===== src/rtl/wls_pkg.sv =====
// ----------------------------------------------------------------------------
// Weighted lottery selector package
// Shared widths, defaults, register codes and the data words handed along
// the cell chains.
// ----------------------------------------------------------------------------
package wls_pkg;

	localparam int WEIGHT_W   = 8;
	localparam int HW_ENTRIES = 12;
	localparam int LO_ENTRIES = 8;
	localparam int RAND_W     = 16;
	localparam int TOTAL_W    = 12;
	localparam int SEL_W      = 4;
	localparam int CFG_W      = 64;
	localparam int CFG_IDX_W  = 3;
	localparam int HI_W       = 32;
	localparam int MASK_W     = 12;
	localparam int GROUP      = 4;
	localparam int GRP_W      = WEIGHT_W + 2;

	localparam int NUM_ENTRIES_DEF    = 12;
	localparam int TEXT_ENTRY_DEF     = 8;
	localparam int FALLBACK_ENTRY_DEF = 6;

	typedef enum logic [CFG_IDX_W-1:0] {
		REG_ACTIVE_LO  = 3'd0,
		REG_ACTIVE_HI  = 3'd1,
		REG_MEETING_LO = 3'd2,
		REG_MEETING_HI = 3'd3,
		REG_ENABLE     = 3'd4,
		REG_PROFILE    = 3'd5,
		REG_TEXT       = 3'd6
	} cfg_reg_t;

	// Word handed between modulo cells.
	typedef struct packed {
		logic [TOTAL_W-1:0] total;
		logic [TOTAL_W-1:0] rem;
		logic [RAND_W-1:0]  dividend;
	} mod_data_t;

	// Word handed between walk cells; the selected index travels beside it.
	typedef struct packed {
		logic [TOTAL_W-1:0] total;
		logic [TOTAL_W-1:0] roll;
		logic               found;
	} walk_data_t;

endpackage


===== src/rtl/wls_if.sv =====
// ----------------------------------------------------------------------------
// Weighted lottery selector channels
// Valid/ready channels for the random draw and for the pick result.
// ----------------------------------------------------------------------------
interface wls_in_if;
	logic                      valid;
	logic                      ready;
	logic [wls_pkg::RAND_W-1:0] random_value;

	modport source (output valid, output random_value, input ready);
	modport sink (input valid, input random_value, output ready);
endinterface

interface wls_out_if;
	logic                        valid;
	logic                        ready;
	logic [wls_pkg::SEL_W-1:0]   selected_entry;
	logic                        fallback_used;
	logic [wls_pkg::TOTAL_W-1:0] total_weight;

	modport source (output valid, output selected_entry, output fallback_used,
		output total_weight, input ready);
	modport sink (input valid, input selected_entry, input fallback_used,
		input total_weight, output ready);
endinterface


===== src/rtl/wls_mod_cell.sv =====
// ----------------------------------------------------------------------------
// Modulo cell
// One restoring step of the draw modulo total: brings in one dividend bit.
// ----------------------------------------------------------------------------
module wls_mod_cell (
	input  logic              clk,
	input  logic              arst_n,
	input  logic              en,
	input  logic              valid_i,
	input  wls_pkg::mod_data_t d_i,
	output logic              valid_o,
	output wls_pkg::mod_data_t d_o
);

	logic [wls_pkg::TOTAL_W:0]   shifted;
	logic [wls_pkg::TOTAL_W:0]   diff;
	logic                        ge;
	wls_pkg::mod_data_t          d_n;
	logic                        valid_s1;
	wls_pkg::mod_data_t          d_s1;

	always_comb begin
		shifted    = {d_i.rem, d_i.dividend[wls_pkg::RAND_W-1]};
		diff       = shifted - {1'b0, d_i.total};
		ge         = (shifted >= {1'b0, d_i.total});
		d_n.total  = d_i.total;
		d_n.rem    = ge ? diff[wls_pkg::TOTAL_W-1:0] : shifted[wls_pkg::TOTAL_W-1:0];
		d_n.dividend = {d_i.dividend[wls_pkg::RAND_W-2:0], 1'b0};
	end

	always_ff @(posedge clk or negedge arst_n) begin
		if (!arst_n) begin
			valid_s1 <= 1'b0;
		end else if (en) begin
			valid_s1 <= valid_i;
		end
	end

	always_ff @(posedge clk) begin
		if (en) begin
			d_s1 <= d_n;
		end
	end

	assign valid_o = valid_s1;
	assign d_o     = d_s1;

endmodule


===== src/rtl/wls_walk_cell.sv =====
// ----------------------------------------------------------------------------
// Walk cell
// Tests the roll against one entry's weight and either claims the pick or
// takes the weight off the roll.
// ----------------------------------------------------------------------------
module wls_walk_cell #(
	parameter int IDX_W = 4,
	parameter int INDEX = 0
) (
	input  logic                          clk,
	input  logic                          arst_n,
	input  logic                          en,
	input  logic [wls_pkg::WEIGHT_W-1:0]  weight,
	input  logic                          valid_i,
	input  wls_pkg::walk_data_t           d_i,
	input  logic [IDX_W-1:0]              sel_i,
	output logic                          valid_o,
	output wls_pkg::walk_data_t           d_o,
	output logic [IDX_W-1:0]              sel_o
);

	logic [wls_pkg::TOTAL_W-1:0] w_ext;
	logic                        hit;
	wls_pkg::walk_data_t         d_n;
	logic [IDX_W-1:0]            sel_n;
	logic                        valid_s1;
	wls_pkg::walk_data_t         d_s1;
	logic [IDX_W-1:0]            sel_s1;

	always_comb begin
		w_ext   = wls_pkg::TOTAL_W'(weight);
		hit     = !d_i.found && (d_i.roll < w_ext);
		d_n     = d_i;
		sel_n   = sel_i;
		if (hit) begin
			d_n.found = 1'b1;
			sel_n     = IDX_W'(INDEX);
		end else if (!d_i.found) begin
			d_n.roll = d_i.roll - w_ext;
		end
	end

	always_ff @(posedge clk or negedge arst_n) begin
		if (!arst_n) begin
			valid_s1 <= 1'b0;
		end else if (en) begin
			valid_s1 <= valid_i;
		end
	end

	always_ff @(posedge clk) begin
		if (en) begin
			d_s1   <= d_n;
			sel_s1 <= sel_n;
		end
	end

	assign valid_o = valid_s1;
	assign d_o     = d_s1;
	assign sel_o   = sel_s1;

endmodule


===== src/rtl/weighted_lottery_selector_unit.sv =====
// ----------------------------------------------------------------------------
// Weighted lottery selector: roulette-wheel pick among weighted entries.
// Takes one word per cycle while the skid register is empty.
// Path: group sums, total, one modulo cell per draw bit, one walk cell per entry.
// Reset (arst_n low) empties the pipeline, clears weights, enables all entries.
// ----------------------------------------------------------------------------
module weighted_lottery_selector_unit #(
	parameter int NUM_ENTRIES    = wls_pkg::NUM_ENTRIES_DEF,
	parameter int TEXT_ENTRY     = wls_pkg::TEXT_ENTRY_DEF,
	parameter int FALLBACK_ENTRY = wls_pkg::FALLBACK_ENTRY_DEF
) (
	input  logic                            clk,
	input  logic                            arst_n,
	wls_in_if.sink                          pick_in,
	wls_out_if.source                       pick_out,
	input  logic                            cfg_we,
	input  logic [wls_pkg::CFG_IDX_W-1:0]   cfg_index,
	input  logic [wls_pkg::CFG_W-1:0]       cfg_data
);

	localparam int IDX_W      = $clog2(NUM_ENTRIES);
	localparam int NUM_GROUPS = (NUM_ENTRIES + wls_pkg::GROUP - 1) / wls_pkg::GROUP;
	localparam int PAD        = NUM_GROUPS * wls_pkg::GROUP;

	// ------------------------------------------------------------------
	// Configuration registers. The user must write only while the block is idle
	// (not enforced here), so the weights stay steady while a word is in flight.
	// ------------------------------------------------------------------
	logic [wls_pkg::CFG_W-1:0]  act_lo_q;
	logic [wls_pkg::HI_W-1:0]   act_hi_q;
	logic [wls_pkg::CFG_W-1:0]  mtg_lo_q;
	logic [wls_pkg::HI_W-1:0]   mtg_hi_q;
	logic [wls_pkg::MASK_W-1:0] mask_q;
	logic                       profile_q;
	logic                       text_q;

	always_ff @(posedge clk or negedge arst_n) begin
		if (!arst_n) begin
			act_lo_q  <= '0;
			act_hi_q  <= '0;
			mtg_lo_q  <= '0;
			mtg_hi_q  <= '0;
			mask_q    <= '1;
			profile_q <= 1'b0;
			text_q    <= 1'b0;
		end else if (cfg_we) begin
			case (wls_pkg::cfg_reg_t'(cfg_index))
				wls_pkg::REG_ACTIVE_LO:  act_lo_q  <= cfg_data;
				wls_pkg::REG_ACTIVE_HI:  act_hi_q  <= cfg_data[wls_pkg::HI_W-1:0];
				wls_pkg::REG_MEETING_LO: mtg_lo_q  <= cfg_data;
				wls_pkg::REG_MEETING_HI: mtg_hi_q  <= cfg_data[wls_pkg::HI_W-1:0];
				wls_pkg::REG_ENABLE:     mask_q    <= cfg_data[wls_pkg::MASK_W-1:0];
				wls_pkg::REG_PROFILE:    profile_q <= cfg_data[0];
				wls_pkg::REG_TEXT:       text_q    <= cfg_data[0];
				default: begin
					// Writes past the register list are dropped.
				end
			endcase
		end
	end

	// ------------------------------------------------------------------
	// Effective weight of each entry. The profile picks the weight set,
	// the mask gates each entry, and the text entry drops to zero when
	// no text is present. Entries past the twelve stored ones, and the
	// padding up to a whole group, weigh nothing.
	// ------------------------------------------------------------------
	logic [wls_pkg::CFG_W-1:0]    lo_sel;
	logic [wls_pkg::HI_W-1:0]     hi_sel;
	logic [wls_pkg::WEIGHT_W-1:0] w [PAD];

	assign lo_sel = profile_q ? mtg_lo_q : act_lo_q;
	assign hi_sel = profile_q ? mtg_hi_q : act_hi_q;

	for (genvar i = 0; i < PAD; i++) begin : g_weight
		if (i < wls_pkg::HW_ENTRIES && i < NUM_ENTRIES) begin : g_real
			localparam bit IS_TEXT = (i == TEXT_ENTRY);
			logic [wls_pkg::WEIGHT_W-1:0] raw;
			if (i < wls_pkg::LO_ENTRIES) begin : g_lo
				assign raw = lo_sel[i*wls_pkg::WEIGHT_W +: wls_pkg::WEIGHT_W];
			end else begin : g_hi
				assign raw = hi_sel[(i-wls_pkg::LO_ENTRIES)*wls_pkg::WEIGHT_W +:
					wls_pkg::WEIGHT_W];
			end
			assign w[i] = (mask_q[i] && !(IS_TEXT && !text_q)) ? raw : '0;
		end else begin : g_zero
			assign w[i] = '0;
		end
	end

	// ------------------------------------------------------------------
	// Pipeline advance. The whole chain moves together while the skid
	// register is empty; the output register and the skid register let a
	// finished word wait without holding up input for one more word.
	// ------------------------------------------------------------------
	logic en;
	logic skid_valid_q;

	assign en            = !skid_valid_q;
	assign pick_in.ready = en;

	// ------------------------------------------------------------------
	// Stage 1: sums of groups of four weights, with the draw beside them.
	// Stage 2: total weight from the group sums.
	// ------------------------------------------------------------------
	logic [wls_pkg::GRP_W-1:0]   grp_sum [NUM_GROUPS];
	logic [wls_pkg::GRP_W-1:0]   grp_s1 [NUM_GROUPS];
	logic [wls_pkg::RAND_W-1:0]  rand_s1;
	logic                        valid_s1;
	logic [wls_pkg::TOTAL_W-1:0] total_sum;
	logic [wls_pkg::TOTAL_W-1:0] total_s2;
	logic [wls_pkg::RAND_W-1:0]  rand_s2;
	logic                        valid_s2;

	for (genvar g = 0; g < NUM_GROUPS; g++) begin : g_group
		always_comb begin
			grp_sum[g] = '0;
			for (int k = 0; k < wls_pkg::GROUP; k++) begin
				grp_sum[g] = grp_sum[g] + wls_pkg::GRP_W'(w[g*wls_pkg::GROUP + k]);
			end
		end
	end

	always_comb begin
		total_sum = '0;
		for (int g = 0; g < NUM_GROUPS; g++) begin
			total_sum = total_sum + wls_pkg::TOTAL_W'(grp_s1[g]);
		end
	end

	always_ff @(posedge clk or negedge arst_n) begin
		if (!arst_n) begin
			valid_s1 <= 1'b0;
			valid_s2 <= 1'b0;
		end else if (en) begin
			valid_s1 <= pick_in.valid;
			valid_s2 <= valid_s1;
		end
	end

	always_ff @(posedge clk) begin
		if (en) begin
			grp_s1   <= grp_sum;
			rand_s1  <= pick_in.random_value;
			total_s2 <= total_sum;
			rand_s2  <= rand_s1;
		end
	end

	// ------------------------------------------------------------------
	// Modulo chain: one restoring cell per draw bit, MSB first, leaves
	// the roll = draw mod total. A zero total gives a meaningless roll,
	// which the output stage replaces with the fallback pick.
	// ------------------------------------------------------------------
	wls_pkg::mod_data_t mod_d [wls_pkg::RAND_W+1];
	logic               mod_v [wls_pkg::RAND_W+1];

	assign mod_v[0]          = valid_s2;
	assign mod_d[0].total    = total_s2;
	assign mod_d[0].rem      = '0;
	assign mod_d[0].dividend = rand_s2;

	for (genvar b = 0; b < wls_pkg::RAND_W; b++) begin : g_mod
		wls_mod_cell u_cell (
			.clk     (clk),
			.arst_n  (arst_n),
			.en      (en),
			.valid_i (mod_v[b]),
			.d_i     (mod_d[b]),
			.valid_o (mod_v[b+1]),
			.d_o     (mod_d[b+1])
		);
	end

	// ------------------------------------------------------------------
	// Walk chain: one cell per entry in index order. The first entry
	// whose weight exceeds what is left of the roll claims the pick.
	// ------------------------------------------------------------------
	wls_pkg::walk_data_t walk_d [NUM_ENTRIES+1];
	logic                walk_v [NUM_ENTRIES+1];
	logic [IDX_W-1:0]    walk_sel [NUM_ENTRIES+1];

	assign walk_v[0]       = mod_v[wls_pkg::RAND_W];
	assign walk_d[0].total = mod_d[wls_pkg::RAND_W].total;
	assign walk_d[0].roll  = mod_d[wls_pkg::RAND_W].rem;
	assign walk_d[0].found = 1'b0;
	assign walk_sel[0]     = '0;

	for (genvar e = 0; e < NUM_ENTRIES; e++) begin : g_walk
		wls_walk_cell #(
			.IDX_W (IDX_W),
			.INDEX (e)
		) u_cell (
			.clk     (clk),
			.arst_n  (arst_n),
			.en      (en),
			.weight  (w[e]),
			.valid_i (walk_v[e]),
			.d_i     (walk_d[e]),
			.sel_i   (walk_sel[e]),
			.valid_o (walk_v[e+1]),
			.d_o     (walk_d[e+1]),
			.sel_o   (walk_sel[e+1])
		);
	end

	// ------------------------------------------------------------------
	// Result forming: a zero total picks the fallback entry and flags it.
	// ------------------------------------------------------------------
	logic                        res_zero;
	logic [wls_pkg::SEL_W-1:0]   res_sel;
	logic                        deliver;

	assign res_zero = (walk_d[NUM_ENTRIES].total == '0);
	assign res_sel  = res_zero ? wls_pkg::SEL_W'(FALLBACK_ENTRY)
	                           : wls_pkg::SEL_W'(walk_sel[NUM_ENTRIES]);
	assign deliver  = en && walk_v[NUM_ENTRIES];

	// ------------------------------------------------------------------
	// Output register with a skid register behind it. When the output is
	// free or being taken, it loads from the skid register first, else
	// from the chain; when it is held, a word leaving the chain parks in
	// the skid register, which stops the chain until it drains.
	// ------------------------------------------------------------------
	logic                        out_valid_q;
	logic [wls_pkg::SEL_W-1:0]   out_sel_q;
	logic                        out_fb_q;
	logic [wls_pkg::TOTAL_W-1:0] out_total_q;
	logic [wls_pkg::SEL_W-1:0]   skid_sel_q;
	logic                        skid_fb_q;
	logic [wls_pkg::TOTAL_W-1:0] skid_total_q;
	logic                        out_free;

	assign out_free = !out_valid_q || pick_out.ready;

	always_ff @(posedge clk or negedge arst_n) begin
		if (!arst_n) begin
			out_valid_q  <= 1'b0;
			skid_valid_q <= 1'b0;
		end else if (out_free) begin
			if (skid_valid_q) begin
				out_valid_q  <= 1'b1;
				skid_valid_q <= 1'b0;
			end else begin
				out_valid_q <= deliver;
			end
		end else if (deliver) begin
			skid_valid_q <= 1'b1;
		end
	end

	always_ff @(posedge clk) begin
		if (out_free) begin
			if (skid_valid_q) begin
				out_sel_q   <= skid_sel_q;
				out_fb_q    <= skid_fb_q;
				out_total_q <= skid_total_q;
			end else if (deliver) begin
				out_sel_q   <= res_sel;
				out_fb_q    <= res_zero;
				out_total_q <= walk_d[NUM_ENTRIES].total;
			end
		end else if (deliver) begin
			skid_sel_q   <= res_sel;
			skid_fb_q    <= res_zero;
			skid_total_q <= walk_d[NUM_ENTRIES].total;
		end
	end

	assign pick_out.valid          = out_valid_q;
	assign pick_out.selected_entry = out_sel_q;
	assign pick_out.fallback_used  = out_fb_q;
	assign pick_out.total_weight   = out_total_q;

endmodule


===== src/flat_wrapper.sv =====
// flat-port wrapper written by rule: the top's interface ports become plain ports
module weighted_lottery_selector_unit_flat 
#(
	parameter int NUM_ENTRIES    = wls_pkg::NUM_ENTRIES_DEF,
	parameter int TEXT_ENTRY     = wls_pkg::TEXT_ENTRY_DEF,
	parameter int FALLBACK_ENTRY = wls_pkg::FALLBACK_ENTRY_DEF
)
  (clk, arst_n, cfg_we, cfg_index, cfg_data, pick_in_valid, pick_in_random_value, pick_in_ready, pick_out_valid, pick_out_selected_entry, pick_out_fallback_used, pick_out_total_weight, pick_out_ready);
  wls_in_if pick_in_i ();
  wls_out_if pick_out_i ();
  input  logic clk;
  input  logic arst_n;
  input  logic cfg_we;
  input  logic [wls_pkg::CFG_IDX_W-1:0] cfg_index;
  input  logic [wls_pkg::CFG_W-1:0] cfg_data;
  input wire logic [$bits(pick_in_i.valid)-1:0] pick_in_valid;
  input wire logic [$bits(pick_in_i.random_value)-1:0] pick_in_random_value;
  output wire logic [$bits(pick_in_i.ready)-1:0] pick_in_ready;
  output wire logic [$bits(pick_out_i.valid)-1:0] pick_out_valid;
  output wire logic [$bits(pick_out_i.selected_entry)-1:0] pick_out_selected_entry;
  output wire logic [$bits(pick_out_i.fallback_used)-1:0] pick_out_fallback_used;
  output wire logic [$bits(pick_out_i.total_weight)-1:0] pick_out_total_weight;
  input wire logic [$bits(pick_out_i.ready)-1:0] pick_out_ready;
  assign pick_in_i.valid = pick_in_valid;
  assign pick_in_i.random_value = pick_in_random_value;
  assign pick_in_ready = pick_in_i.ready;
  assign pick_out_valid = pick_out_i.valid;
  assign pick_out_selected_entry = pick_out_i.selected_entry;
  assign pick_out_fallback_used = pick_out_i.fallback_used;
  assign pick_out_total_weight = pick_out_i.total_weight;
  assign pick_out_i.ready = pick_out_ready;
  weighted_lottery_selector_unit #(.NUM_ENTRIES(NUM_ENTRIES), .TEXT_ENTRY(TEXT_ENTRY), .FALLBACK_ENTRY(FALLBACK_ENTRY)) u_core (.clk(clk), .arst_n(arst_n), .pick_in(pick_in_i), .pick_out(pick_out_i), .cfg_we(cfg_we), .cfg_index(cfg_index), .cfg_data(cfg_data));
endmodule

===== config.mk =====
export PLATFORM = sky130hd
export DESIGN_NAME = weighted_lottery_selector_unit_flat
export DESIGN_NICKNAME = d
export VERILOG_FILES = /design/src/rtl/wls_pkg.sv /design/src/rtl/wls_if.sv /design/src/rtl/wls_mod_cell.sv /design/src/rtl/wls_walk_cell.sv /design/src/rtl/weighted_lottery_selector_unit.sv /design/src/flat_wrapper.sv
export SDC_FILE = /design/constraint.sdc
export NUM_CORES = 2
export LEC_CHECK = 0
export BUFFER_PORTS_ARGS = -buffer_cell sky130_fd_sc_hd__buf_4
export CORE_UTILIZATION = 45
export CTS_CLUSTER_SIZE = 12
export DETAILED_ROUTE_END_ITERATION = 8
export PLACE_DENSITY_LB_ADDON = 0.15
export SYNTH_ARGS = -nofsm -noshare
export SYNTH_HDL_FRONTEND = slang
export SYNTH_SLANG_ARGS = --single-unit

===== constraint.sdc =====
create_clock -name clk -period 45.9 [get_ports clk]
set_input_delay 9.18 -clock clk [delete_from_list [all_inputs] [get_ports clk]]
set_output_delay 9.18 -clock clk [all_outputs]
set_load 0.005 [all_outputs]

==> impl_metrics.toml <==
[run_status]
status = "completed"

[yosys]
synth-seq-area-share = 0.573
synth-seq-cells = 1170
netlist_area_um2 = 59200
avgSynthCellArea_um2 = 13.3
syn_nets = 4960
synth_edf_count = 932
yosysWarnings = 0
synth-main-ff-cell = "edfxtp_1"
synthCells = 4469
async_flop_share = 0.203
synth_cell_types = 91

[detailed_routing]
drt_pre_antenna_iters = 6
post_drt_via_cell_ratio = 5.32
wl_mm = 122
drc = 0
detail_route.wl_per_cell_um = 18.7
ant_nets = 0
drtIter0Drc = 2303
vias = 34600

[worst_setup_path]
required_ps = 36720
slowest_stage = "buf_4"
cpPeakStageDelay_ps = 500
crit_top_cell = "buf_4"
cp_cell_sequence = "buf_4 > inv_8 > buf_4"
r2r_slack_ps = 40190
critPathKind = "register to output port"
worst-path-max-fanout = 68
arrival_ps = 2300
worstSetupEndpointType = "output port"
start_kind = "register"

[timing]
finalHoldViolCount = 0
max_freq_mhz = 87.1
worst_pin_slew_ps = 1160
period_share = 0.250
finalClockSkew_ps = 20.4
period_needed_ps = 11480
tns_ps = 0
finalMaxSlewViolations = 0
rsz0062_at_grt = "no"
setup_viol = 0
slew-limit-headroom = 0.227

[place]
io_buffers = 106
gp_congestion = 0.853
hpwlAfterDp_mm = 86.5

[final_layout]
final_common_cell = "edfxtp_1"
drive_gt1_frac = 0.200
final_cell_mix = "932 x edfxtp_1, 522 x mux2_2, 391 x inv_1, 345 x ha_1, 248 x nor2_1"
finalNetCount = 5156
area_growth_syn_to_layout_pct = 12.2

[clocking]
cts_made_buffers = 134
cts.hold.buffers_added = 0
clk_pin_slew_worst_paths_ps = 60
cts.path.max_buffers = 3
postCtsSetupBuffers = 0
cts_tree = "done"
cts_resized = 0
clock_latency_ps = 760
h-tree-depth = 4
ctsRootBufferMaster = "clkbuf_16"
cts.sinks = 1170

[die]
die_width_um = 365
row_count = 132
io_pins = 107
initial_utilization = 0.456
die_h_um = 365
die-area_um2 = 133000
core_area_um2 = 130000

[global_routing]
grtUsageTotal = 0.185
antenna_found_initial = 8
grt_start_max_net_pins = 185
grt_pass1_vias = 34300
grt.overflow.total = 0
grt_pass1_wl_mm = 192

[hold_path]
hp-class = "register to register"

[flow_run]
drv_cap = 0
## per-stage QoR
step           std cells  hold slack, ps  utilization  area [µm²]  worst slack, ps
5_1_grt             6513             416        0.511       66500            34260
2_1_floorplan       4469             400            -       59200            18800
4_1_cts             6513             414        0.511       66500            34340
3_3_place_gp        6271             400        0.478       62100            34300
6_report            6515             410        0.511       66500            34420
3_5_place_dp        6271             405        0.478       62100            34260
## sequential cells by signal (all words and copies together), names as in the netlist, 16 cells and up
register,count
u_core.act_hi_q,32
u_core.act_lo_q,64
u_core.g_mod.u_cell.d_o,504
u_core.g_mod.u_cell.valid_o,16
u_core.g_walk.u_cell.d_o,287
u_core.g_walk.u_cell.sel_o,33
u_core.grp_s1,30
u_core.mtg_hi_q,32
u_core.mtg_lo_q,64
u_core.rand_s1,16
u_core.rand_s2,16
## kinds of logic after synthesis
logic type	count (synthesis)	share of synthesized area
multiplexers	601	0.113
AND/OR/NAND/NOR	866	0.0720
AO/OA/AOI/OAI	767	0.0884
buffers and inverters	465	0.0311
adder cells (fa/ha/maj)	403	0.0925
flip-flops	1170	0.573
XOR/XNOR	197	0.0291
## worst max-delay path, delay by kind of cell, from the launching register on
| kind | cells | cell delay (ps) |
|---|---|---|
| buffers and inverters | 3 | 1110 |
| DFF | 1 | 330 |
## Yosys cell counts, drive strengths merged (63+ instances only)
| master | instances | area [µm²] |
|---|---|---|
| dfrtp | 226 | 5660 |
| nor2 | 249 | 937 |
| mux2 | 538 | 6090 |
| ha | 345 | 4320 |
| nor2b | 91 | 569 |
| edfxtp | 932 | 28000 |
| nand2 | 197 | 739 |
| o21ai | 158 | 791 |
| o21a | 76 | 571 |
| xnor2 | 130 | 1140 |
| inv | 393 | 1480 |
| nor3 | 84 | 430 |
| mux2i | 63 | 631 |
| xor2 | 67 | 587 |
| a21oi | 193 | 988 |
## final timing paths
kind                                                           from                                       end  cells past startpoint
max                                 u_core.skid_valid_q$_DFFE_PN0P_                             pick_in_ready                      3
min                        u_core.g_mod[8].u_cell.d_o[14]$_DFFE_PN_  u_core.g_mod[9].u_cell.d_o[15]$_DFFE_PN_                      0
max reg2reg                            u_core.profile_q$_DFFE_PN0P_               u_core.grp_s1[18]$_DFFE_PN_                     16
min reg2reg                u_core.g_mod[8].u_cell.d_o[14]$_DFFE_PN_  u_core.g_mod[9].u_cell.d_o[15]$_DFFE_PN_                      0
max in group asynchronous                                    arst_n           u_core.skid_valid_q$_DFFE_PN0P_                      2
min in group asynchronous                                    arst_n           u_core.mtg_lo_q[34]$_DFFE_PN0P_                      1
## area by class of cell
class	instances	area, µm²
Multi-Input combinational cell	2834	23400
Clock buffer	187	3710
Antenna cell	2	5.00
Timing Repair Buffer	132	1020
Fill cell	11200	63500
Inverter	393	1480
Tap cell	1742	2180
Clock inverter	55	663
Sequential cell	1170	34000
## routing by layer
metal	wire [µm]	GRT usage	part of all wire
met1	59600	0.269	0.49
met2	54300	0.285	0.45
met3	5190	0.0335	0.043
met4	2300	0.0488	0.019
met5	39	0	0.00032
Power is not shown: default switching activity piles up to over one toggle a cycle in this logic, so the estimate is an artifact.
